===== config.mk =====
export PLATFORM = sky130hd
export DESIGN_NAME = pep_premul
export DESIGN_NICKNAME = d
export VERILOG_FILES = /design/src/hdl/pep_pkg.sv /design/src/hdl/pep_premul.sv
export SDC_FILE = /design/constraint.sdc
export NUM_CORES = 1
export LEC_CHECK = 0
export ABC_AREA = 1
export BUFFER_PORTS_ARGS = -buffer_cell sky130_fd_sc_hd__buf_4
export CORE_MARGIN = 4
export CORE_UTILIZATION = 56
export CTS_BUF_LIST = sky130_fd_sc_hd__clkbuf_4
export DETAILED_ROUTE_END_ITERATION = 8
export GPL_TIMING_DRIVEN = 0
export HOLD_SLACK_MARGIN = 0.12
export PLACE_DENSITY_LB_ADDON = 0.3
export SYNTH_ARGS = -nofsm -noshare
export SYNTH_HDL_FRONTEND = slang
export SYNTH_SLANG_ARGS = --single-unit

===== constraint.sdc =====
create_clock -name clk -period 4.8 [get_ports clk]
set_clock_uncertainty 0.2 [all_clocks]
set_input_delay 0.48 -clock clk [delete_from_list [all_inputs] [get_ports clk]]
set_output_delay 0.48 -clock clk [all_outputs]
set_load 0.03 [all_outputs]

===== src/hdl/pep_pkg.sv =====
// Shared types and constants for the palette expander with alpha premultiply.
// No dependencies; every other file of the block imports this package.
`default_nettype none

package pep_pkg;

	localparam int PALETTE_DEPTH = 256;
	localparam int PAL_AW = (PALETTE_DEPTH > 1) ? $clog2(PALETTE_DEPTH) : 1;

	localparam int IDX_W   = 8;
	localparam int CNT_W   = 9;
	localparam int CHAN_W  = 8;
	localparam int COLOR_W = 32;
	localparam int PROD_W  = 16;

	// Item operation codes
	localparam logic OP_WRITE = 1'b0;
	localparam logic OP_PIXEL = 1'b1;

	localparam logic [CHAN_W-1:0] ALPHA_OPAQUE = 8'd255;
	localparam logic [CHAN_W-1:0] ALPHA_CLEAR  = 8'd0;
	localparam logic [PROD_W-1:0] ROUND_BIAS   = 16'd127;

	typedef struct packed {
		logic                 op;
		logic [IDX_W-1:0]     index;
		logic [COLOR_W-1:0]   entry_color;
	} in_item_t;

	typedef struct packed {
		logic [CHAN_W-1:0] out_alpha;
		logic [CHAN_W-1:0] out_red;
		logic [CHAN_W-1:0] out_green;
		logic [CHAN_W-1:0] out_blue;
	} out_item_t;

	// Stage 1 control handed to the premultiply stages
	typedef struct packed {
		logic valid;
		logic hit;
	} lookup_ctl_t;

	// Divide x by 255 for x below 65280, no divider
	function automatic logic [CHAN_W-1:0] div255(input logic [PROD_W-1:0] x);
		logic [PROD_W-1:0] sum;
		sum = x + {8'd0, x[PROD_W-1:8]} + 16'd1;
		return sum[PROD_W-1:8];
	endfunction

endpackage

`default_nettype wire


===== src/hdl/pep_premul.sv =====
// Premultiply stages: stage 2 forms c*alpha+127, stage 3 divides by 255 and
// applies the transparent and opaque cases into the output register.
// Depends on pep_pkg.
`default_nettype none

module pep_premul (
	input  wire logic                         clk,
	input  wire logic                         arst_n,
	input  wire pep_pkg::lookup_ctl_t         ctl_s1,
	input  wire logic [pep_pkg::COLOR_W-1:0]  color_s1,
	output logic                              adv_s2,
	output logic                              out_valid,
	input  wire logic                         out_stall,
	output pep_pkg::out_item_t                out_item
);
	import pep_pkg::*;

	logic              v_s2;
	logic              clear_s2;
	logic              opaque_s2;
	logic [CHAN_W-1:0] a_s2;
	logic [CHAN_W-1:0] r_s2, g_s2, b_s2;
	logic [PROD_W-1:0] pr_s2, pg_s2, pb_s2;
	logic              v_s3;
	out_item_t         item_s3;
	logic              adv_s3;

	logic [CHAN_W-1:0] a_in, r_in, g_in, b_in;

	assign a_in = color_s1[31:24];
	assign r_in = color_s1[23:16];
	assign g_in = color_s1[15:8];
	assign b_in = color_s1[7:0];

	assign adv_s3 = !v_s3 || !out_stall;
	assign adv_s2 = !v_s2 || adv_s3;

	always_ff @(posedge clk or negedge arst_n) begin
		if (!arst_n) begin
			v_s2 <= 1'b0;
			v_s3 <= 1'b0;
		end else begin
			if (adv_s2) begin
				v_s2 <= ctl_s1.valid;
			end
			if (adv_s3) begin
				v_s3 <= v_s2;
			end
		end
	end

	always_ff @(posedge clk) begin
		if (adv_s2) begin
			clear_s2  <= !ctl_s1.hit || (a_in == ALPHA_CLEAR);
			opaque_s2 <= (a_in == ALPHA_OPAQUE);
			a_s2      <= a_in;
			r_s2      <= r_in;
			g_s2      <= g_in;
			b_s2      <= b_in;
			pr_s2     <= r_in * a_in + ROUND_BIAS;
			pg_s2     <= g_in * a_in + ROUND_BIAS;
			pb_s2     <= b_in * a_in + ROUND_BIAS;
		end
	end

	always_ff @(posedge clk) begin
		if (adv_s3) begin
			if (clear_s2) begin
				item_s3 <= '0;
			end else if (opaque_s2) begin
				item_s3 <= '{out_alpha: a_s2, out_red: r_s2, out_green: g_s2,
					out_blue: b_s2};
			end else begin
				item_s3 <= '{out_alpha: a_s2, out_red: div255(pr_s2),
					out_green: div255(pg_s2), out_blue: div255(pb_s2)};
			end
		end
	end

	assign out_valid = v_s3;
	assign out_item  = item_s3;

endmodule

`default_nettype wire


==> run summary, run 1 <==
H-tree depth - 4
Max-cap violations - 0
ANT nets after route - 0
largest net degree at the start of global routing - 46
Slew HR - 0.4295
initial antenna violation count - 1
Critical Path Slowest Stage Cell - fa_1
number of global-route vias before repair - 10630
crit path from - color_s1[26]
CTS tree - yes
total gr overflow - 0
Final Power - 7.117 mW
routed wl met2 - 14820 µm
RR Endpoint - out_item[21]
Area Growth Syn to Fin - 12.01%
critical-path cell list - buf_4, clkbuf_1, clkbuf_2, nand2_1, fa_1, inv_1, fa_1, fa_1, inv_1, fa_1, inv_1, ha_1, a21oi_1, a21boi_2, nor2_1, nand3_1, nand2_1, nand2_1, nand2_1
Post-DP Area - 13790 µm²
synthesized area - 12870 µm²
Core Area - 22640 µm²
worst r2r path cells - 11
Site Rows - 55
Synthesis Warnings - 0
hold path startpoint - color_s1[25]
Die Span Y - 159.6 µm
CP Data Required Time - 4910 ps
root buffer cell - clkbuf_4
Reg-to-Reg Start - pr_s2[14]
# IOs - 71
1st-pass router iterations - 6
Clk Latency, worst-skew pair - 560 ps
power share of the clock group - 0.097
post-synthesis sequential area ratio - 0.2699
commonest non-fill, non-tap cell in the layout - nand2_1
detailed placer's ending HPWL - 24620 µm
top-area cell type share of the netlist area - 0.2660
# setup viols final - 0
PortBufs - 70
Tightest Pin Transition - 852.7 ps
crit-path max FO - 10
Setup CP Type - primary input to register
Gate power share - 0.650
GPL Wtd Cong - 0.9282
switch share - 0.4965
async set-reset flop share out of synthesis - 0.01724
share of cells above drive strength 1 - 0.07845
met3 WL post-DR - 2060 µm
fill count - 1962
first-pass GRT wire length - 52010 µm
Buf/Inv on CP - 6
clock buffer count from CTS - 17
DRT iter0 DRCs - 813
Final Instance Area - 14410 µm²
Post-Syn Instances - 1631
worst hold slack - 191.3 ps
distinct cell type count of the synthesized netlist - 36
synthesized flop and latch total - 116
CP delay by family, top - adder cells
pre-CTS setup slack - -853.5 ps
sequential power share - 0.253
Peak VDD IR - 0.3179 mV
Vias/cell - 5.135
Num Clock Sinks - 116
Fmax - 217.0 MHz
Worst Hold Path EP - opaque_s2
outcome - finished clean
critical path launch point type - primary input
max-slew violations - 0
Crit. End Element - register
final worst slack - 191.9 ps
P per Cell Area - 493.7 nW/µm²
gr usage total - 0.2523
initial core utilization - 0.5684
hold depth - 3
Final Hold Viols - 0
Final Cycle Share - 0.9600
Pint - 3.583 mW
final wirelength - 31120 µm
highest routed layer - met4
Synth area leader - edfxtp_1
clock slew at the register clock pins of the worst setup and hold paths - 120 ps
Sw Pwr - 3.534 mW
Leakage - 8.286 nW
via count - 10500
met1 WL - 13250 µm
drt wl/cell - 15.22 µm
Mean Syn Cell Area - 7.890 µm²
Main synth FF type - edfxtp_1
Die Width - 159.6 µm
Hold WC Path Type - primary input to register
DIE AREA - 25470 µm²
Bufs on Longest Clock Path - 2
FF-to-FF setup slack - 2560 ps
CP Data Arrival Time - 4720 ps
Max stage delay on crit path - 550 ps
# DRC - 0
most frequent cells in the layout - nand2_1, inv_1, fa_1
Final min period - 4608 ps
synth top area cells - edfxtp_1, fa_1, nand2_1
Final #Nets - 2032
number of synthesized flops with an enable pin - 114
Post-Syn Nets - 1917
[power by group through the flow]
stage	combinational (mW)	clock, mW	sequential (mW)
finish	4.62	0.691	1.80
global route	5.32	0.745	1.83
CTS	4.60	0.704	1.79
detailed placement	4.54	0	1.82
global placement	4.44	0	1.82
floorplan	3.36	0	1.86
[layer usage]
layer | global-route usage | vias up
li1 | - | 5149
met1 | 0.3350 | 4933
met2 | 0.4263 | 352
met3 | 0.03521 | 67
met4 | 0.08876 | 0
met5 | 0 | -
[worst max-delay path by stage]
stage / to / slack (ps) / cells after the start
2_1_floorplan: pr_s2[15] / 150 / 18
3_5_place_dp: pg_s2[14] / -850 / 17
5_1_grt: pg_s2[15] / -1 / 21
6_report: pr_s2[15] / 190 / 19
4_1_cts: pr_s2[15] / 10 / 19
3_3_place_gp: pg_s2[14] / -810 / 17
[cells by family (layout without fill, tap and decap cells)]
group,count (synthesis),in the layout,share of synthesized area
other cells,0,1,0
fa+ha+maj,249,249,0.3156
compound gates,112,112,0.04696
buf+inv,480,608,0.1411
simple gates,639,639,0.2026
flops,116,116,0.2699
xor+xnor,35,35,0.02382
[repair_timing]
| action | 4_1_cts | 5_1_grt |
|---|---|---|
| setup endpoints to repair | 22 | 30 |
| gates resized for setup | 2 | 28 |
| hold endpoints to repair | 38 | 0 |
| buffers inserted | 0 | 0 |
| hold buffers | 38 | 0 |
[worst min-delay path: cells and delay by family]
family	cells	cell delay [ps]
buffers and inverters	1	170
AND/OR/NAND/NOR	2	140
[synth_stat cells (4+ instances only)]
master,count
xor2_1,18
fa_1,126
edfxtp_1,114
nand2_1,445
nand3_1,66
a21o_1,4
clkbuf_2,10
nor2_1,86
ha_1,123
a21oi_1,65
clkbuf_1,44
xnor2_1,17
inv_1,423
nor3_1,7
nand4_1,13
nand3b_1,10
o21ai_0,30
[area by class of cell]
cell class | count | area [µm²] | share of cell area
Buffer | 43 | 187.7 | 0.01302
Multi-Input combinational cell | 1035 | 7610 | 0.5280
Inverter | 424 | 1592 | 0.1104
Clock inverter | 15 | 131.4 | 0.009115
Sequential cell | 116 | 3473 | 0.2410
Tap cell | 285 | 356.6 | 0.02474
Clock buffer | 17 | 127.6 | 0.008854
Timing Repair Buffer | 109 | 933.4 | 0.06476
Antenna cell | 1 | 2.502 | 0.0001736
[registers in the layout, indices dropped and copies added, names as in the netlist]
signal     cells
out_item      32
pb_s2         16
pg_s2         16
pr_s2         16
a_s2           8
b_s2           8
g_s2           8
r_s2           8
clear_s2       1
opaque_s2      1
out_valid      1
v_s2           1
[stage by stage]
stage               utilization  TNS (ps)  instances
floorplan                     -         0       1631
global placement         0.6074    -19940       1986
detailed placement       0.6091    -20980       1987
CTS                      0.6373         0       2056
global route             0.6366    -1.020       2045
finish                   0.6366         0       2045
(Power assumes the default switching activity.)
==> inputs of run 2 (changes only) <==
--- a/config.mk
+++ b/config.mk
@@ -12,2 +12,3 @@
 export CTS_BUF_LIST = sky130_fd_sc_hd__clkbuf_4
+export CTS_CLUSTER_SIZE = 25
 export DETAILED_ROUTE_END_ITERATION = 8
@@ -15,3 +16,3 @@
 export HOLD_SLACK_MARGIN = 0.12
-export PLACE_DENSITY_LB_ADDON = 0.3
+export PLACE_DENSITY = 0.74
 export SYNTH_ARGS = -nofsm -noshare
--- a/constraint.sdc
+++ b/constraint.sdc
@@ -4,2 +4,2 @@
 set_output_delay 0.48 -clock clk [all_outputs]
-set_load 0.03 [all_outputs]
+set_load 0.1 [all_outputs]
==> run summary, run 2 (same netlist as run 1, synthesis figures left out) <==
Non-Filler Instances - 2048 (was 2045)
# DRC - 0 (unchanged)
Bufs on Longest Clock Path - 2 (unchanged)
H-tree depth - 4 (unchanged)
largest net degree at the start of global routing - 53 (was 46)
clock buffer count from CTS - 17 (unchanged)
commonest non-fill, non-tap cell in the layout - nand2_1 (unchanged)
RSZ-0062 raised after global routing - false
ANT nets after route - 0 (unchanged)
final wirelength - 30420 µm (was 31120 µm)
1st-pass router iterations - 5 (was 6)
first-pass GRT wire length - 50830 µm (was 52010 µm)
# IOs - 71 (unchanged)
DRT iter0 DRCs - 578 (was 813)
Vias/cell - 5.098 (was 5.135)
dpl cells - 1988 (was 1987)
CP Data Arrival Time - 4730 ps (was 4720 ps)
GPL Wtd Cong - 0.9327 (was 0.9282)
max reg flops - 32 (unchanged)
Reg-to-Reg Start - opaque_s2 (was pr_s2[14])
Die Span Y - 159.6 µm (unchanged)
initial antenna violation count - 1 (unchanged)
Final #Nets - 2035 (was 2032)
Fmax - 215.0 MHz (was 217.0 MHz)
drt wl/cell - 14.85 µm (was 15.22 µm)
P per Cell Area - 518.0 nW/µm² (was 493.7 nW/µm²)
outcome - finished clean (unchanged)
critical path launch point type - primary input (unchanged)
# setup viols final - 0 (unchanged)
number of global-route vias before repair - 10480 (was 10630)
CP Data Required Time - 4880 ps (was 4910 ps)
Core Area - 22640 µm² (unchanged)
Final Hold Viols - 0 (unchanged)
Sum Neg Setup Slack - 0 ps (unchanged)
pre-CTS setup slack - -914.4 ps (was -853.5 ps)
total gr overflow - 0 (unchanged)
share of cells above drive strength 1 - 0.07548 (was 0.07845)
detailed placer's ending HPWL - 24320 µm (was 24620 µm)
crit path from - color_s1[21] (was color_s1[26])
Slew HR - 0.4748 (was 0.4295)
worst hold slack - 177.1 ps (was 191.3 ps)
PortBufs - 70 (unchanged)
Tightest Pin Transition - 787.9 ps (was 852.7 ps)
Leakage - 8.317 nW (was 8.286 nW)
Die Width - 159.6 µm (unchanged)
Setup CP Type - primary input to register (unchanged)
clock slew at the register clock pins of the worst setup and hold paths - 120 ps (about the same)
Area Growth Syn to Fin - 12.55% (was 12.01%)
via count - 10440 (was 10500)
Crit. End Element - register (unchanged)
max-slew violations - 0 (unchanged)
Max-cap violations - 0 (unchanged)
Final min period - 4651 ps (was 4608 ps)
Clk Latency, worst-skew pair - 550 ps (was 560 ps)
Num Clock Sinks - 116 (unchanged)
most frequent cells in the layout - nand2_1, inv_1, fa_1 (unchanged)
crit-path max FO - 8 (was 10)
Peak VDD IR - 0.3704 mV (was 0.3179 mV)
fill count - 1948 (was 1962)
gr usage total - 0.2467 (was 0.2523)
hold path startpoint - color_s1[24] (was color_s1[25])
Hold WC Path Type - primary input to register (unchanged)
root buffer cell - clkbuf_4 (unchanged)
initial core utilization - 0.5684 (unchanged)
final worst slack - 149.3 ps (was 191.9 ps)
Site Rows - 55 (unchanged)
CTS tree - yes (unchanged)
Final Cycle Share - 0.9689 (was 0.9600)
DIE AREA - 25470 µm² (unchanged)
-- run 2: changes by cell type in the layout (fill, tap and decap cells not counted), moves of 2 or more --
cell	change
bufinv_16	+2
clkbuf_1	+7
clkbuf_2	-4
clkinv_2	-2
clkinvlp_4	-3
-- run 2: path summary, 6_finish.rpt --
path,end,slack (ps),cells past startpoint
hold reg to reg,out_item[27],340,2
setup reg to reg,out_item[19],2570,6
min in group asynchronous,v_s2,570,3
hold / removal,pg_s2[0],180,2
max in group asynchronous,out_valid,3690,3
setup / recovery,pr_s2[9],150,17
-- run 2: critical path, cell delays in order --
cell and delay, ps:
dlygate4sd3_1 530, buf_4 110, clkbuf_2 230, nand2_1 120
fa_1 530, inv_1 60, fa_1 480, fa_1 540
inv_1 40, fa_1 470, inv_1 40, ha_1 330
a21oi_1 220, a21boi_2 240, nor2_1 100, nor2_1 140
xnor2_1 80
-- run 2: metrics by stage --
step	instance area [µm²]	util	total power, mW
6_report	14480	0.6397	7.503
5_1_grt	14480	0.6397	8.291
4_1_cts	14490	0.6400	7.503
3_5_place_dp	13820	0.6103	6.659
3_3_place_gp	13760	0.6076	6.571
2_1_floorplan	12870	-	5.541
-- run 2: layout make-up --
class / count / area (µm²) / area share
Timing Repair Buffer: 109 / 950.9 / 0.06565
Clock buffer: 17 / 127.6 / 0.008811
Buffer: 46 / 193.9 / 0.01339
Sequential cell: 116 / 3473 / 0.2398
Tap cell: 285 / 356.6 / 0.02462
Clock inverter: 15 / 180.2 / 0.01244
Inverter: 424 / 1592 / 0.1099
Multi-Input combinational cell: 1035 / 7607 / 0.5252
Antenna cell: 1 / 2.502 / 0.0001728
-- run 2: what timing repair did --
item	in CTS	in global routing
setup endpoints to repair	29	21
hold endpoints to repair	37	0
gates resized for setup	4	13
buffers inserted	0	0
hold buffers	37	0
-- run 2: report_power, final --
group	total (mW)	leakage (nW)	switching (mW)	internal, mW
logic	4.91	6.96	3.18	1.73
clock network	0.794	0.162	0.428	0.366
registers	1.80	1.20	0.205	1.59
-- run 2: per-layer routing --
layer  routed length, µm  vias to the layer above  GRT usage
met5                   0                        -          0
met4                1140                        0     0.1018
met3                2022                       66    0.04737
met2               14220                      335     0.4067
met1               13040                     4870     0.3215
li1                    -                     5169          -
